## src/hdl/fmc_pkg.sv

```systemverilog
package fmc_pkg;

    localparam int DEFAULT_RULES = 64;
    localparam int QUEUE_DEPTH   = 2;

    localparam int REQ_W    = 2;
    localparam int IDX_W    = 6;
    localparam int PROTO_W  = 8;
    localparam int ADDR_W   = 32;
    localparam int PORT_W   = 16;
    localparam int RPROTO_W = 2;
    localparam int COUNT_W  = 7;
    localparam int APB_AW   = 3;
    localparam int APB_DW   = 32;

    localparam logic [REQ_W-1:0] REQ_CLASSIFY   = 2'd0;
    localparam logic [REQ_W-1:0] REQ_WRITE_LOW  = 2'd1;
    localparam logic [REQ_W-1:0] REQ_WRITE_HIGH = 2'd2;

    localparam logic [PROTO_W-1:0] PROTO_NUM_TCP = 8'd6;
    localparam logic [PROTO_W-1:0] PROTO_NUM_UDP = 8'd17;

    localparam logic [RPROTO_W-1:0] RULE_ANY = 2'd0;
    localparam logic [RPROTO_W-1:0] RULE_TCP = 2'd1;
    localparam logic [RPROTO_W-1:0] RULE_UDP = 2'd2;

    localparam logic REG_INBOUND  = 1'b0;
    localparam logic REG_OUTBOUND = 1'b1;

    typedef enum logic [1:0] {
        CMD_WRITE_LOW,
        CMD_WRITE_HIGH,
        CMD_SCAN,
        CMD_BYPASS
    } cmd_kind_t;

    typedef struct packed {
        logic [ADDR_W-1:0] src_addr;
        logic [ADDR_W-1:0] dst_addr;
        logic [PORT_W-1:0] src_l4;
        logic [PORT_W-1:0] dst_l4;
    } bounds_t;

    typedef struct packed {
        bounds_t             bounds;
        logic                enabled;
        logic                drops;
        logic [RPROTO_W-1:0] protocol;
    } upper_t;

    typedef struct packed {
        cmd_kind_t           kind;
        logic                direction;
        logic [IDX_W-1:0]    rule_index;
        logic                is_tcp;
        bounds_t             fields;
        logic [RPROTO_W-1:0] rule_protocol;
        logic                rule_drops;
        logic                rule_enabled;
    } cmd_t;

endpackage

```

## src/hdl/fmc_queue.sv

```systemverilog
module fmc_queue #(
    parameter int DEPTH = fmc_pkg::QUEUE_DEPTH
) (
    input  logic          clk,
    input  logic          rst_n,
    input  fmc_pkg::cmd_t in_data,
    input  logic          in_valid,
    output logic          in_ready,
    output fmc_pkg::cmd_t out_data,
    output logic          out_valid,
    input  logic          out_ready
);
    import fmc_pkg::*;

    localparam int PW = (DEPTH > 1) ? $clog2(DEPTH) : 1;
    localparam int CW = $clog2(DEPTH + 1);

    cmd_t          entries [DEPTH];
    logic [PW-1:0] wr_ptr_reg;
    logic [PW-1:0] wr_ptr_next;
    logic [PW-1:0] rd_ptr_reg;
    logic [PW-1:0] rd_ptr_next;
    logic [CW-1:0] count_reg;
    logic [CW-1:0] count_next;
    logic          push;
    logic          pop;

    assign in_ready  = (count_reg != CW'(DEPTH));
    assign out_valid = (count_reg != '0);
    assign out_data  = entries[rd_ptr_reg];
    assign push      = in_valid && in_ready;
    assign pop       = out_valid && out_ready;

    always_comb
    begin
        wr_ptr_next = wr_ptr_reg;
        rd_ptr_next = rd_ptr_reg;
        count_next  = count_reg;
        if (push)
        begin
            wr_ptr_next = (wr_ptr_reg == PW'(DEPTH - 1)) ? '0 : wr_ptr_reg + 1'b1;
        end
        if (pop)
        begin
            rd_ptr_next = (rd_ptr_reg == PW'(DEPTH - 1)) ? '0 : rd_ptr_reg + 1'b1;
        end
        if (push && !pop)
        begin
            count_next = count_reg + 1'b1;
        end
        else if (pop && !push)
        begin
            count_next = count_reg - 1'b1;
        end
    end

    always_ff @(posedge clk or negedge rst_n)
    begin
        if (!rst_n)
        begin
            wr_ptr_reg <= '0;
            rd_ptr_reg <= '0;
            count_reg  <= '0;
        end
        else
        begin
            wr_ptr_reg <= wr_ptr_next;
            rd_ptr_reg <= rd_ptr_next;
            count_reg  <= count_next;
        end
    end

    always_ff @(posedge clk)
    begin
        if (push)
        begin
            entries[wr_ptr_reg] <= in_data;
        end
    end
endmodule

```

## config.mk

```make
export PLATFORM = sky130hd
export DESIGN_NAME = fmc_queue
export DESIGN_NICKNAME = d
export VERILOG_FILES = /design/src/hdl/fmc_pkg.sv /design/src/hdl/fmc_queue.sv
export SDC_FILE = /design/constraint.sdc
export NUM_CORES = 1
export LEC_CHECK = 0
export BUFFER_PORTS_ARGS = -buffer_cell sky130_fd_sc_hd__buf_2
export CAP_MARGIN = 30
export CORE_AREA = 2 2 168 170
export DETAILED_ROUTE_END_ITERATION = 7
export DIE_AREA = 0 0 170 172
export HOLD_SLACK_MARGIN = 0.12
export RECOVER_POWER = 25
export SYNTH_ARGS = -nofsm -noshare
export SYNTH_HDL_FRONTEND = slang
export SYNTH_SLANG_ARGS = --single-unit
export TNS_END_PERCENT = 5
```

## constraint.sdc

```tcl
create_clock -name clk -period 7.5 [get_ports clk]
set_input_delay 0 -clock clk [delete_from_list [all_inputs] [get_ports clk]]
set_output_delay 0 -clock clk [all_outputs]
set_load 0.02 [all_outputs]
```

==> results.ini <==
[outcome]
status = finished clean

[placement]
dp_hpwl_um = 9950
io_buffers = 225
gp_routability_congestion = 0.702
place_area_mm2 = 0.00964

[global_route]
grtUsageTotal_pct = 10.7
antenna_found_initial = 0
grt_pass1_vias = 4859
grt_overflow = 0
grt_max_degree = 67
grt_first_pass_wirelength_um = 24600

[cts]
cts_resized = 0
cts_buffers = 25
cts_max_path_buffers = 3
path_clk_slew_ns = 0.05
cts_tree = done
htree_levels = 1
cts.sinks = 224
clk_latency_ns = 0.51
cts_hold_buf = 114
cts-root-buf = clkbuf_16
cts_setup_buffers = 0

[critical_path]
critical_path.endpoint_type = output port
worstReg2RegEnd = entries[1][51]
start_kind = flop
reg2reg_from = count_reg[0]
r2r_cells = 3
cp-startpoint = rd_ptr_reg
cp_max_fo = 66
worstPathArrival_ns = 2.84
regToRegSetupSlack_ns = 5.04
cp.required_ns = 7.50
worst-setup-path-type = reg -> out

[power]
ir_drop_uv = 271
finalPower_mw = 4.33
p_per_area_mw_per_mm2 = 376
power_leakage_nw = 4.21

[floorplanning]
die_y_um = 172
rows = 61
io_pins = 226
fp.dieArea_mm2 = 0.0292
coreArea_mm2 = 0.0275
start_util_pct = 29.7
die_w_um = 170

[timing]
max_slew_margin_pct = 37.6
tns_ns = 0
tightestPinTransition_ns = 0.936
fmax_mhz = 352
rsz0062_at_grt = no
hold_ws_ns = 0.200
slew_violations = 0
hold_viol_final = 0
fin_skew_ns = 0.0149
setup_viol = 0
min_period_ns = 2.84
finalCritPeriodShare_pct = 37.9

[logic_synthesis]
syn-instance-count = 360
syn_nets = 475
seq_area_frac_synth_pct = 82.2
ys_types = 14
synth-compound-area-share_pct = 0
yosys.area_share.simple_pct = 0.414
synth-seq-cells = 224
ys_warn_count = 0
postSynthAreaPerCell_um2 = 22.7
synthMuxAreaShare_pct = 15.2
netlist_area_mm2 = 0.00816
synthAdderAreaFrac_pct = 0.153
synth_top_family_by_area = multiplexers
synth_xor_area_share_pct = 0.537

[cells_and_area]
largest_register_ffs = 220
fin_area_mm2 = 0.0115
mostFrequentLayoutCell = edfxtp_1
final_cell_mix = edfxtp_1 (220), buf_2 (179), dlygate4sd3_1 (114)
drive_gt1_share_pct = 45.3
fin_util_pct = 41.9
nNetsFinal = 833
antenna_cells = 0
area_growth_pct = 41.0

[run]
cap_violations = 0

[drt]
drt_first_pass_iters = 5
wl_um = 16600
wire_per_inst_um = 15.4
first_iter_violations = 184
viasPerCell = 4.18
drcViolationCount = 0
vias = 4523
drtAntennaViolNets = 0

[min_path]
hold_class = in -> reg
hold_depth = 2
holdPathEnd = entries[0][1]
min_from = in_data[1]

-- cells by family after synthesis --
family                     after synthesis
xor gates and xnor gates                 5
buffers and inverters                   13
and+or+nand+nor                          7
adders and majority gates                1
DFF                                    224
muxes                                  110
-- cells in the mapped netlist --
| cell | number | area share, % |
|---|---|---|
| and3_1 | 1 | 0.077 |
| buf_2 | 2 | 0.12 |
| buf_6 | 10 | 1.4 |
| dfrtp_1 | 4 | 1.2 |
| edfxtp_1 | 220 | 81 |
| ha_1 | 1 | 0.15 |
| inv_1 | 1 | 0.046 |
| mux2_2 | 110 | 15 |
| nand2_1 | 2 | 0.092 |
| nand2b_1 | 1 | 0.077 |
| nor2_1 | 2 | 0.092 |
| or2_2 | 1 | 0.077 |
| xnor2_1 | 3 | 0.32 |
| xor2_1 | 2 | 0.21 |
-- through the flow --
step	setup WS (ns)	instances
3_5_place_dp	4.96	923
3_3_place_gp	4.95	923
5_1_grt	4.46	1083
6_report	4.66	1083
4_1_cts	4.53	1083
2_1_floorplan	1.55	360
-- power by group --
group | switching [mW] | leakage, nW | internal [mW]
Sequential | 0.106 | 2.09 | 1.72
Clock | 0.457 | 0.378 | 0.679
Combinational | 0.821 | 1.74 | 0.546
Total | 1.38 | 4.21 | 2.94
-- how the worst max path moves through the flow --
stage,endpoint,cells after the start
CTS,out_data[32],3
detailed placement,entries[1][52],3
finish,out_data[73],3
global placement,entries[1][52],3
floorplan,entries[0][0],3
global route,out_data[66],3
-- layer usage --
metal / global-route usage [%] / vias up / part of all wire [%]
met5: 0 / - / 0
met4: 3.75 / 0 / 2.6
met3: 3.87 / 34 / 8.7
met2: 19.3 / 159 / 49
met1: 11.7 / 2177 / 40
li1: - / 2153 / -
-- cell type report --
cell class	count	area, um2
sequential	224	6710
clock buffer	30	644
tap	346	433
clock inverter	16	131
inverter	1	3.75
timing repair buffer	343	2240
multi-input combinational	123	1340
fill	2494	16000
-- worst max-delay path, stage by stage (launching register included) --
cell     delay (ns)
dfrtp_4        0.84
buf_4          0.83
mux2_2         0.42
buf_2          0.16
Power figures use the tool's default switching activity.
