$ cat src/hdl/fmc_pkg.sv
package fmc_pkg;

    localparam int DEFAULT_RULES = 64;
    localparam int QUEUE_DEPTH   = 2;

    localparam int REQ_W    = 2;
    localparam int IDX_W    = 6;
    localparam int PROTO_W  = 8;
    localparam int ADDR_W   = 32;
    localparam int PORT_W   = 16;
    localparam int RPROTO_W = 2;
    localparam int COUNT_W  = 7;
    localparam int APB_AW   = 3;
    localparam int APB_DW   = 32;

    localparam logic [REQ_W-1:0] REQ_CLASSIFY   = 2'd0;
    localparam logic [REQ_W-1:0] REQ_WRITE_LOW  = 2'd1;
    localparam logic [REQ_W-1:0] REQ_WRITE_HIGH = 2'd2;

    localparam logic [PROTO_W-1:0] PROTO_NUM_TCP = 8'd6;
    localparam logic [PROTO_W-1:0] PROTO_NUM_UDP = 8'd17;

    localparam logic [RPROTO_W-1:0] RULE_ANY = 2'd0;
    localparam logic [RPROTO_W-1:0] RULE_TCP = 2'd1;
    localparam logic [RPROTO_W-1:0] RULE_UDP = 2'd2;

    localparam logic REG_INBOUND  = 1'b0;
    localparam logic REG_OUTBOUND = 1'b1;

    typedef enum logic [1:0] {
        CMD_WRITE_LOW,
        CMD_WRITE_HIGH,
        CMD_SCAN,
        CMD_BYPASS
    } cmd_kind_t;

    typedef struct packed {
        logic [ADDR_W-1:0] src_addr;
        logic [ADDR_W-1:0] dst_addr;
        logic [PORT_W-1:0] src_l4;
        logic [PORT_W-1:0] dst_l4;
    } bounds_t;

    typedef struct packed {
        bounds_t             bounds;
        logic                enabled;
        logic                drops;
        logic [RPROTO_W-1:0] protocol;
    } upper_t;

    typedef struct packed {
        cmd_kind_t           kind;
        logic                direction;
        logic [IDX_W-1:0]    rule_index;
        logic                is_tcp;
        bounds_t             fields;
        logic [RPROTO_W-1:0] rule_protocol;
        logic                rule_drops;
        logic                rule_enabled;
    } cmd_t;

endpackage

$ cat src/hdl/fmc_if.sv
interface fmc_req_if;
    logic                             valid;
    logic                             ready;
    logic [fmc_pkg::REQ_W-1:0]        req_type;
    logic                             direction;
    logic [fmc_pkg::IDX_W-1:0]        rule_index;
    logic [fmc_pkg::PROTO_W-1:0]      ip_protocol;
    logic [fmc_pkg::ADDR_W-1:0]       source_address;
    logic [fmc_pkg::ADDR_W-1:0]       destination_address;
    logic [fmc_pkg::PORT_W-1:0]       source_port;
    logic [fmc_pkg::PORT_W-1:0]       destination_port;
    logic [fmc_pkg::RPROTO_W-1:0]     rule_protocol;
    logic                             rule_drops;
    logic                             rule_enabled;

    modport source (
        output valid, req_type, direction, rule_index, ip_protocol, source_address,
               destination_address, source_port, destination_port, rule_protocol,
               rule_drops, rule_enabled,
        input  ready
    );

    modport sink (
        input  valid, req_type, direction, rule_index, ip_protocol, source_address,
               destination_address, source_port, destination_port, rule_protocol,
               rule_drops, rule_enabled,
        output ready
    );
endinterface


$ cat src/hdl/fmc_front.sv
module fmc_front #(
    parameter int RULES = fmc_pkg::DEFAULT_RULES
) (
    input  logic          clk,
    input  logic          rst_n,
    input  logic          hold,
    fmc_req_if.sink       req,
    output fmc_pkg::cmd_t cmd,
    output logic          cmd_valid,
    input  logic          cmd_ready
);
    import fmc_pkg::*;

    cmd_t cmd_reg;
    cmd_t cmd_next;
    logic valid_reg;
    logic valid_next;
    cmd_t dec;
    logic dec_valid;
    logic in_range;
    logic is_tcp;
    logic is_udp;
    logic take;

    assign req.ready = !hold && (!valid_reg || cmd_ready);
    assign take      = req.valid && req.ready;
    assign is_tcp    = (req.ip_protocol == PROTO_NUM_TCP);
    assign is_udp    = (req.ip_protocol == PROTO_NUM_UDP);
    assign in_range  = (32'(req.rule_index) < 32'(RULES));

    always_comb
    begin
        dec.kind            = CMD_SCAN;
        dec.direction       = req.direction;
        dec.rule_index      = req.rule_index;
        dec.is_tcp          = is_tcp;
        dec.fields.src_addr = req.source_address;
        dec.fields.dst_addr = req.destination_address;
        dec.fields.src_l4   = req.source_port;
        dec.fields.dst_l4   = req.destination_port;
        dec.rule_protocol   = req.rule_protocol;
        dec.rule_drops      = req.rule_drops;
        dec.rule_enabled    = req.rule_enabled;
        dec_valid           = 1'b0;
        unique case (req.req_type)
            REQ_CLASSIFY:
            begin
                dec.kind  = (is_tcp || is_udp) ? CMD_SCAN : CMD_BYPASS;
                dec_valid = 1'b1;
            end
            REQ_WRITE_LOW:
            begin
                dec.kind  = CMD_WRITE_LOW;
                dec_valid = in_range;
            end
            REQ_WRITE_HIGH:
            begin
                dec.kind  = CMD_WRITE_HIGH;
                dec_valid = in_range;
            end
            default:
            begin
                dec_valid = 1'b0;
            end
        endcase
    end

    always_comb
    begin
        valid_next = valid_reg;
        cmd_next   = cmd_reg;
        if (valid_reg && cmd_ready)
        begin
            valid_next = 1'b0;
        end
        if (take && dec_valid)
        begin
            valid_next = 1'b1;
            cmd_next   = dec;
        end
    end

    always_ff @(posedge clk or negedge rst_n)
    begin
        if (!rst_n)
        begin
            valid_reg <= 1'b0;
        end
        else
        begin
            valid_reg <= valid_next;
        end
    end

    always_ff @(posedge clk)
    begin
        cmd_reg <= cmd_next;
    end

    assign cmd       = cmd_reg;
    assign cmd_valid = valid_reg;
endmodule

$ cat src/flat_wrapper.sv
// flat-port wrapper written by rule: the top's interface ports become plain ports
module fmc_front_flat import fmc_pkg::*;
#(
    parameter int RULES = fmc_pkg::DEFAULT_RULES
)
  (clk, rst_n, hold, cmd, cmd_valid, cmd_ready, req_valid, req_req_type, req_direction, req_rule_index, req_ip_protocol, req_source_address, req_destination_address, req_source_port, req_destination_port, req_rule_protocol, req_rule_drops, req_rule_enabled, req_ready);
  fmc_req_if req_i ();
  input  logic clk;
  input  logic rst_n;
  input  logic hold;
  output fmc_pkg::cmd_t cmd;
  output logic cmd_valid;
  input  logic cmd_ready;
  input wire logic [$bits(req_i.valid)-1:0] req_valid;
  input wire logic [$bits(req_i.req_type)-1:0] req_req_type;
  input wire logic [$bits(req_i.direction)-1:0] req_direction;
  input wire logic [$bits(req_i.rule_index)-1:0] req_rule_index;
  input wire logic [$bits(req_i.ip_protocol)-1:0] req_ip_protocol;
  input wire logic [$bits(req_i.source_address)-1:0] req_source_address;
  input wire logic [$bits(req_i.destination_address)-1:0] req_destination_address;
  input wire logic [$bits(req_i.source_port)-1:0] req_source_port;
  input wire logic [$bits(req_i.destination_port)-1:0] req_destination_port;
  input wire logic [$bits(req_i.rule_protocol)-1:0] req_rule_protocol;
  input wire logic [$bits(req_i.rule_drops)-1:0] req_rule_drops;
  input wire logic [$bits(req_i.rule_enabled)-1:0] req_rule_enabled;
  output wire logic [$bits(req_i.ready)-1:0] req_ready;
  assign req_i.valid = req_valid;
  assign req_i.req_type = req_req_type;
  assign req_i.direction = req_direction;
  assign req_i.rule_index = req_rule_index;
  assign req_i.ip_protocol = req_ip_protocol;
  assign req_i.source_address = req_source_address;
  assign req_i.destination_address = req_destination_address;
  assign req_i.source_port = req_source_port;
  assign req_i.destination_port = req_destination_port;
  assign req_i.rule_protocol = req_rule_protocol;
  assign req_i.rule_drops = req_rule_drops;
  assign req_i.rule_enabled = req_rule_enabled;
  assign req_ready = req_i.ready;
  fmc_front #(.RULES(RULES)) u_core (.clk(clk), .rst_n(rst_n), .hold(hold), .req(req_i), .cmd(cmd), .cmd_valid(cmd_valid), .cmd_ready(cmd_ready));
endmodule
$ cat config.mk
export PLATFORM = sky130hd
export DESIGN_NAME = fmc_front_flat
export DESIGN_NICKNAME = d
export VERILOG_FILES = /design/src/hdl/fmc_pkg.sv /design/src/hdl/fmc_if.sv /design/src/hdl/fmc_front.sv /design/src/flat_wrapper.sv
export SDC_FILE = /design/constraint.sdc
export NUM_CORES = 1
export LEC_CHECK = 0
export BUFFER_PORTS_ARGS = -buffer_cell sky130_fd_sc_hd__buf_2
export CAP_MARGIN = 5
export CORE_MARGIN = 10
export CORE_UTILIZATION = 37
export CTS_BUF_LIST = sky130_fd_sc_hd__clkbuf_16
export CTS_CLUSTER_DIAMETER = 40
export DETAILED_ROUTE_END_ITERATION = 10
export GPL_ROUTABILITY_DRIVEN = 0
export PLACE_DENSITY = 0.83
export SYNTH_ARGS = -nofsm -noshare
export SYNTH_HDL_FRONTEND = slang
export SYNTH_SLANG_ARGS = --single-unit
$ cat constraint.sdc
create_clock -name clk -period 5.51 [get_ports clk]
set_input_delay 1.102 -clock clk [delete_from_list [all_inputs] [get_ports clk]]
set_output_delay 1.102 -clock clk [all_outputs]
set_load 0.05 [all_outputs]
==> impl_results.html <==
<table>
<tr><th>Metric</th><th>Value</th></tr>
<tr><th colspan="2">Worst setup path</th></tr>
<tr><td>Number of cell instances on the worst register-to-register path</td><td>3</td></tr>
<tr><td>Required @ worst endpoint</td><td>between 4 and 5 ns</td></tr>
<tr><td>Reg2Reg Launch Point</td><td>u_core.cmd_valid$_DFFE_PN0P_</td></tr>
<tr><td>WP data arrival</td><td>approximately 1.7 ns</td></tr>
<tr><td>RR Endpoint</td><td>u_core.cmd[25]$_DFFE_PP_</td></tr>
<tr><td>Worst-path maximum fanout</td><td>3</td></tr>
<tr><td>Reg-to-reg setup timing slack</td><td>a little under 4 ns</td></tr>
<tr><td>Startpoint Class</td><td>primary input</td></tr>
<tr><td>Kind of capture point of the worst setup path</td><td>output pin</td></tr>
<tr><td>Classification of the worst setup path</td><td>primary input to output pin</td></tr>
<tr><th colspan="2">Route</th></tr>
<tr><td>Drt wl/cell</td><td>between 15 and 20 um</td></tr>
<tr><td>Routed via count</td><td>roughly 2100</td></tr>
<tr><td>Drt first-iter violations</td><td>84</td></tr>
<tr><td>Total wire length</td><td>~9300 um</td></tr>
<tr><td>DRC violations left</td><td>0</td></tr>
<tr><td>Drt first pass iters</td><td>4</td></tr>
<tr><td>Vias per cell</td><td>around 4.4</td></tr>
<tr><td>Antenna Violating Nets Remaining</td><td>0</td></tr>
<tr><th colspan="2">Logic synthesis</th></tr>
<tr><td>Share of synthesized flip-flops with an asynchronous set or reset</td><td>less than 1%</td></tr>
<tr><td>Commonest cells post-synth</td><td>110 x sky130_fd_sc_hd__edfxtp_1, 3 x sky130_fd_sc_hd__inv_1, 3 x sky130_fd_sc_hd__nor2_1, 2 x sky130_fd_sc_hd__ha_1, 2 x sky130_fd_sc_hd__nand4bb_1</td></tr>
<tr><td>Syn_area_per_cell</td><td>about 27 um2</td></tr>
<tr><td>Largest family of logic cells by synthesized area</td><td>simple AND/OR/NAND/NOR gates</td></tr>
<tr><td>Most repeated cell in the gate-level netlist after synthesis</td><td>sky130_fd_sc_hd__edfxtp_1</td></tr>
<tr><td>Dominant cell type by area after synthesis</td><td>sky130_fd_sc_hd__edfxtp_1</td></tr>
<tr><td>Sequential element share of the synthesized area</td><td>96.48%</td></tr>
<tr><td>Post-Synth XOR/XNOR Area</td><td>0%</td></tr>
<tr><td>Post-synthesis share of cell area spent on and, or, nand and nor gates</td><td>approximately 2.0%</td></tr>
<tr><td>Mapped Cells</td><td>128</td></tr>
<tr><td>Count of unique library cells instantiated by Yosys</td><td>13</td></tr>
<tr><td>Adder-Cell Fraction of Synth Area</td><td>less than 1%</td></tr>
<tr><td>Fraction of the mapped netlist area in compound gates</td><td>less than 1%</td></tr>
<tr><td>Number of synthesized register bits</td><td>between 100 and 150</td></tr>
<tr><td>Most area-consuming cells after synthesis</td><td>sky130_fd_sc_hd__edfxtp_1 96%, sky130_fd_sc_hd__dfrtp_1 0.73%, sky130_fd_sc_hd__ha_1 0.73%</td></tr>
<tr><td>Combined area of all synthesized cells</td><td>approximately 3400 um2</td></tr>
<tr><td>EDFF count, synth</td><td>110</td></tr>
<tr><td>Syn Nets</td><td>around 250</td></tr>
<tr><td>Mux contribution to synthesized area</td><td>0%</td></tr>
<tr><td>Share of the synthesized area in the top cell type</td><td>between 90% and 100%</td></tr>
<tr><td>Top_reg_cell synth</td><td>sky130_fd_sc_hd__edfxtp_1</td></tr>
<tr><td>Number of warning messages in the yosys log</td><td>0</td></tr>
<tr><th colspan="2">Run status</th></tr>
<tr><td>Status</td><td>complete, no violations</td></tr>
<tr><th colspan="2">Floorplan</th></tr>
<tr><td>Number of placement rows</td><td>35</td></tr>
<tr><td>Core area</td><td>around 9000 um2</td></tr>
<tr><td>Total Die Area</td><td>~14000 um2</td></tr>
<tr><td>Height of the die</td><td>between 100 and 150 um</td></tr>
<tr><td>Initial Util</td><td>between 30% and 40%</td></tr>
<tr><td>Horizontal extent of the die</td><td>116.6 um</td></tr>
<tr><td>Count of boundary I/O pins</td><td>between 200 and 250</td></tr>
<tr><th colspan="2">Power</th></tr>
<tr><td>Comb pwr share</td><td>11.7%</td></tr>
<tr><td>Internal power summed over all cells</td><td>1.330 mW</td></tr>
<tr><td>Clock share of power</td><td>roughly 33%</td></tr>
<tr><td>Total power per unit cell area</td><td>351.1 nW/um2</td></tr>
<tr><td>Psw</td><td>442.0 uW</td></tr>
<tr><td>Leakage power summed over all cells</td><td>2.150 nW</td></tr>
<tr><td>Sequential fraction of design power</td><td>roughly 55%</td></tr>
<tr><td>Sw Ratio</td><td>between 20% and 30%</td></tr>
<tr><td>Worst-case vdd ir drop</td><td>0.1573 mV</td></tr>
<tr><th colspan="2">Timing</th></tr>
<tr><td>Aggregate negative setup slack</td><td>0 ns</td></tr>
<tr><td>Count of endpoints failing hold in the final timing report</td><td>0</td></tr>
<tr><td>Highest achievable clock rate</td><td>351.5 MHz</td></tr>
<tr><td>Hold slack</td><td>0.5223 ns</td></tr>
<tr><td>Setup clock skew after layout</td><td>0.01005 ns</td></tr>
<tr><td>Count of pins over their slew limit</td><td>0</td></tr>
<tr><td>Worst Tran Pin Value</td><td>approximately 0.72 ns</td></tr>
<tr><td>Worst slew margin relative to its limit</td><td>between 50% and 60%</td></tr>
<tr><td>Part of the cycle the worst path needs</td><td>about half</td></tr>
<tr><td>Final setup violation count</td><td>0</td></tr>
<tr><td>Minimum clock period</td><td>about 2.8 ns</td></tr>
<tr><td>Unrepaired setup endpoints after global routing</td><td>no</td></tr>
<tr><td>Smallest setup slack after layout</td><td>approximately 2.7 ns</td></tr>
<tr><th colspan="2">Clocking</th></tr>
<tr><td>Sink Count</td><td>roughly 110</td></tr>
<tr><td>TritonCTS Buffers</td><td>9</td></tr>
<tr><td>Bufs on Longest Clock Path</td><td>2</td></tr>
<tr><td>Insertion delay to the later sink of the worst-skew pair</td><td>around 0.34 ns</td></tr>
<tr><td>Number of resized instances in the post-cts repair step</td><td>0</td></tr>
<tr><td>Clock tree from TritonCTS</td><td>built</td></tr>
<tr><td>Post-CTS repair timing setup buffer count</td><td>0</td></tr>
<tr><td>Quantity of hold-fixing buffers added after cts</td><td>0</td></tr>
<tr><td>Clock H-tree levels</td><td>3</td></tr>
<tr><td>Clock root buffer</td><td>sky130_fd_sc_hd__clkbuf_16</td></tr>
<tr><td>Clock-pin slew reported for the worst setup and hold paths after clock tree synthesis</td><td>0.07 ns</td></tr>
<tr><th colspan="2">Flow run</th></tr>
<tr><td>Total of max-cap violations</td><td>0</td></tr>
<tr><th colspan="2">Hold path</th></tr>
<tr><td>Min-Delay Path Class</td><td>primary input to async pin</td></tr>
<tr><th colspan="2">Final layout</th></tr>
<tr><td>Final nets</td><td>498</td></tr>
<tr><td>Area grow syn2layout</td><td>46.28%</td></tr>
<tr><td>Fraction of final layout cells sized beyond drive strength 1</td><td>roughly 67%</td></tr>
<tr><td>FILL cells</td><td>750</td></tr>
<tr><td>Antenna cell count</td><td>0</td></tr>
<tr><td>Register area</td><td>between 3000 and 4000 um2</td></tr>
<tr><td>Finished Layout Cells</td><td>slightly below 500</td></tr>
<tr><td>Combined area of the multi-input logic cells</td><td>117.6 um2</td></tr>
<tr><td>Max reg flops</td><td>110</td></tr>
<tr><td>Final core utilization</td><td>55.13%</td></tr>
<tr><th colspan="2">Placed design</th></tr>
<tr><td>Quantity of I/O buffers inserted on ports</td><td>~230</td></tr>
<tr><td>DP Worst Slack</td><td>between 2 and 2.5 ns</td></tr>
<tr><td>Total instance count after detailed placement</td><td>between 400 and 500</td></tr>
<tr><td>Detailed placement HPWL</td><td>approximately 7600 um</td></tr>
<tr><th colspan="2">Global routing</th></tr>
<tr><td>Met1 global-route usage</td><td>a little under an eighth</td></tr>
<tr><td>Vias in the first global route</td><td>~2500</td></tr>
<tr><td>Global-route wire length before repair</td><td>around 13000 um</td></tr>
<tr><td>Busiest layer in global routing</td><td>met2</td></tr>
<tr><td>Maximum number of pins on one net before global-route repair</td><td>between 60 and 70</td></tr>
<tr><td>Total congestion overflow after global routing</td><td>0</td></tr>
<tr><td>Met3 Usage GRT</td><td>roughly 7.9%</td></tr>
<tr><td>Initial antenna violation count</td><td>0</td></tr>
<tr><td>Met2 Track Usage GR</td><td>between 20% and 30%</td></tr>
<tr><td>Combined global-route utilization of all metal layers</td><td>13.05%</td></tr>
</table>
[critical path, cell delays in order]
cell and delay [ns]:
sky130_fd_sc_hd__buf_2 0.09, sky130_fd_sc_hd__nor2b_1 0.26, sky130_fd_sc_hd__nor2_1 0.06, sky130_fd_sc_hd__buf_2 0.22
[layer usage]
| metal | wire length, um | share of wire [%] |
|---|---|---|
| met5 | 0 | 0 |
| met4 | 150 | 1.6 |
| met3 | 1422 | 15 |
| met2 | 4795 | 51 |
| met1 | 2953 | 32 |
[final cells by class]
type | count | area share (%)
repair buffers | 235 | 23.41
clock buffers | 9 | 4.463
flip-flops and latches | 111 | 65.96
inverters | 3 | 0.2232
clock inverters | 6 | 0.8678
multi-input cells | 14 | 2.331
well taps | 111 | 2.752
[kinds of logic after synthesis]
kind of cell             count (synthesis)
AO/OA/AOI/OAI                            2
adder cells (fa/ha/maj)                  2
buffers and inverters                    3
flip-flops                             111
AND/OR/NAND/NOR                         10
[how the worst max path moves through the flow]
| stage | endpoint | cells after the start | start |
|---|---|---|---|
| floorplan | u_core.cmd[0]$_DFFE_PP_ | 3 | req_req_type[0] |
| global placement | u_core.cmd[79]$_DFFE_PP_ | 5 | req_req_type[0] |
| detailed placement | u_core.cmd[25]$_DFFE_PP_ | 5 | req_req_type[0] |
| CTS | req_ready | 4 | cmd_ready |
| global route | req_ready | 4 | cmd_ready |
| finish | req_ready | 4 | cmd_ready |
[power groups by stage]
stage / Sequential (mW) / Clock, mW / Combinational (mW)
5_1_grt: 0.979 / 0.643 / 0.219
6_report: 0.976 / 0.588 / 0.208
3_3_place_gp: 0.994 / 0 / 0.206
3_5_place_dp: 0.995 / 0 / 0.210
4_1_cts: 0.976 / 0.608 / 0.211
2_1_floorplan: 1.11 / 0 / 0.0186
[cells in the final DEF (no fill, tap or decap)]
cell type,netlist,routed
sky130_fd_sc_hd__a21oi_2,1,1
sky130_fd_sc_hd__buf_2,0,233
sky130_fd_sc_hd__buf_4,0,2
sky130_fd_sc_hd__clkbuf_16,0,9
sky130_fd_sc_hd__clkinv_1,0,1
sky130_fd_sc_hd__clkinv_2,0,1
sky130_fd_sc_hd__clkinv_4,0,1
sky130_fd_sc_hd__dfrtp_1,1,1
sky130_fd_sc_hd__edfxtp_1,110,110
sky130_fd_sc_hd__ha_1,2,2
sky130_fd_sc_hd__inv_1,3,3
sky130_fd_sc_hd__inv_6,0,3
sky130_fd_sc_hd__nand2_1,1,1
sky130_fd_sc_hd__nand2b_1,1,1
sky130_fd_sc_hd__nand4bb_1,2,2
sky130_fd_sc_hd__nor2_1,3,2
sky130_fd_sc_hd__nor2_4,0,1
sky130_fd_sc_hd__nor2b_1,1,1
sky130_fd_sc_hd__o22ai_1,1,1
sky130_fd_sc_hd__or3b_2,1,1
sky130_fd_sc_hd__or4_4,1,1
[per-stage QoR]
step | total power, mW | cell area (um2)
3_3_place_gp | 1.200 | 4777
5_1_grt | 1.841 | 5046
6_report | 1.772 | 5046
4_1_cts | 1.795 | 5046
3_5_place_dp | 1.206 | 4777
2_1_floorplan | 1.127 | 3452
No activity file was read; power rests on OpenSTA's default activity.
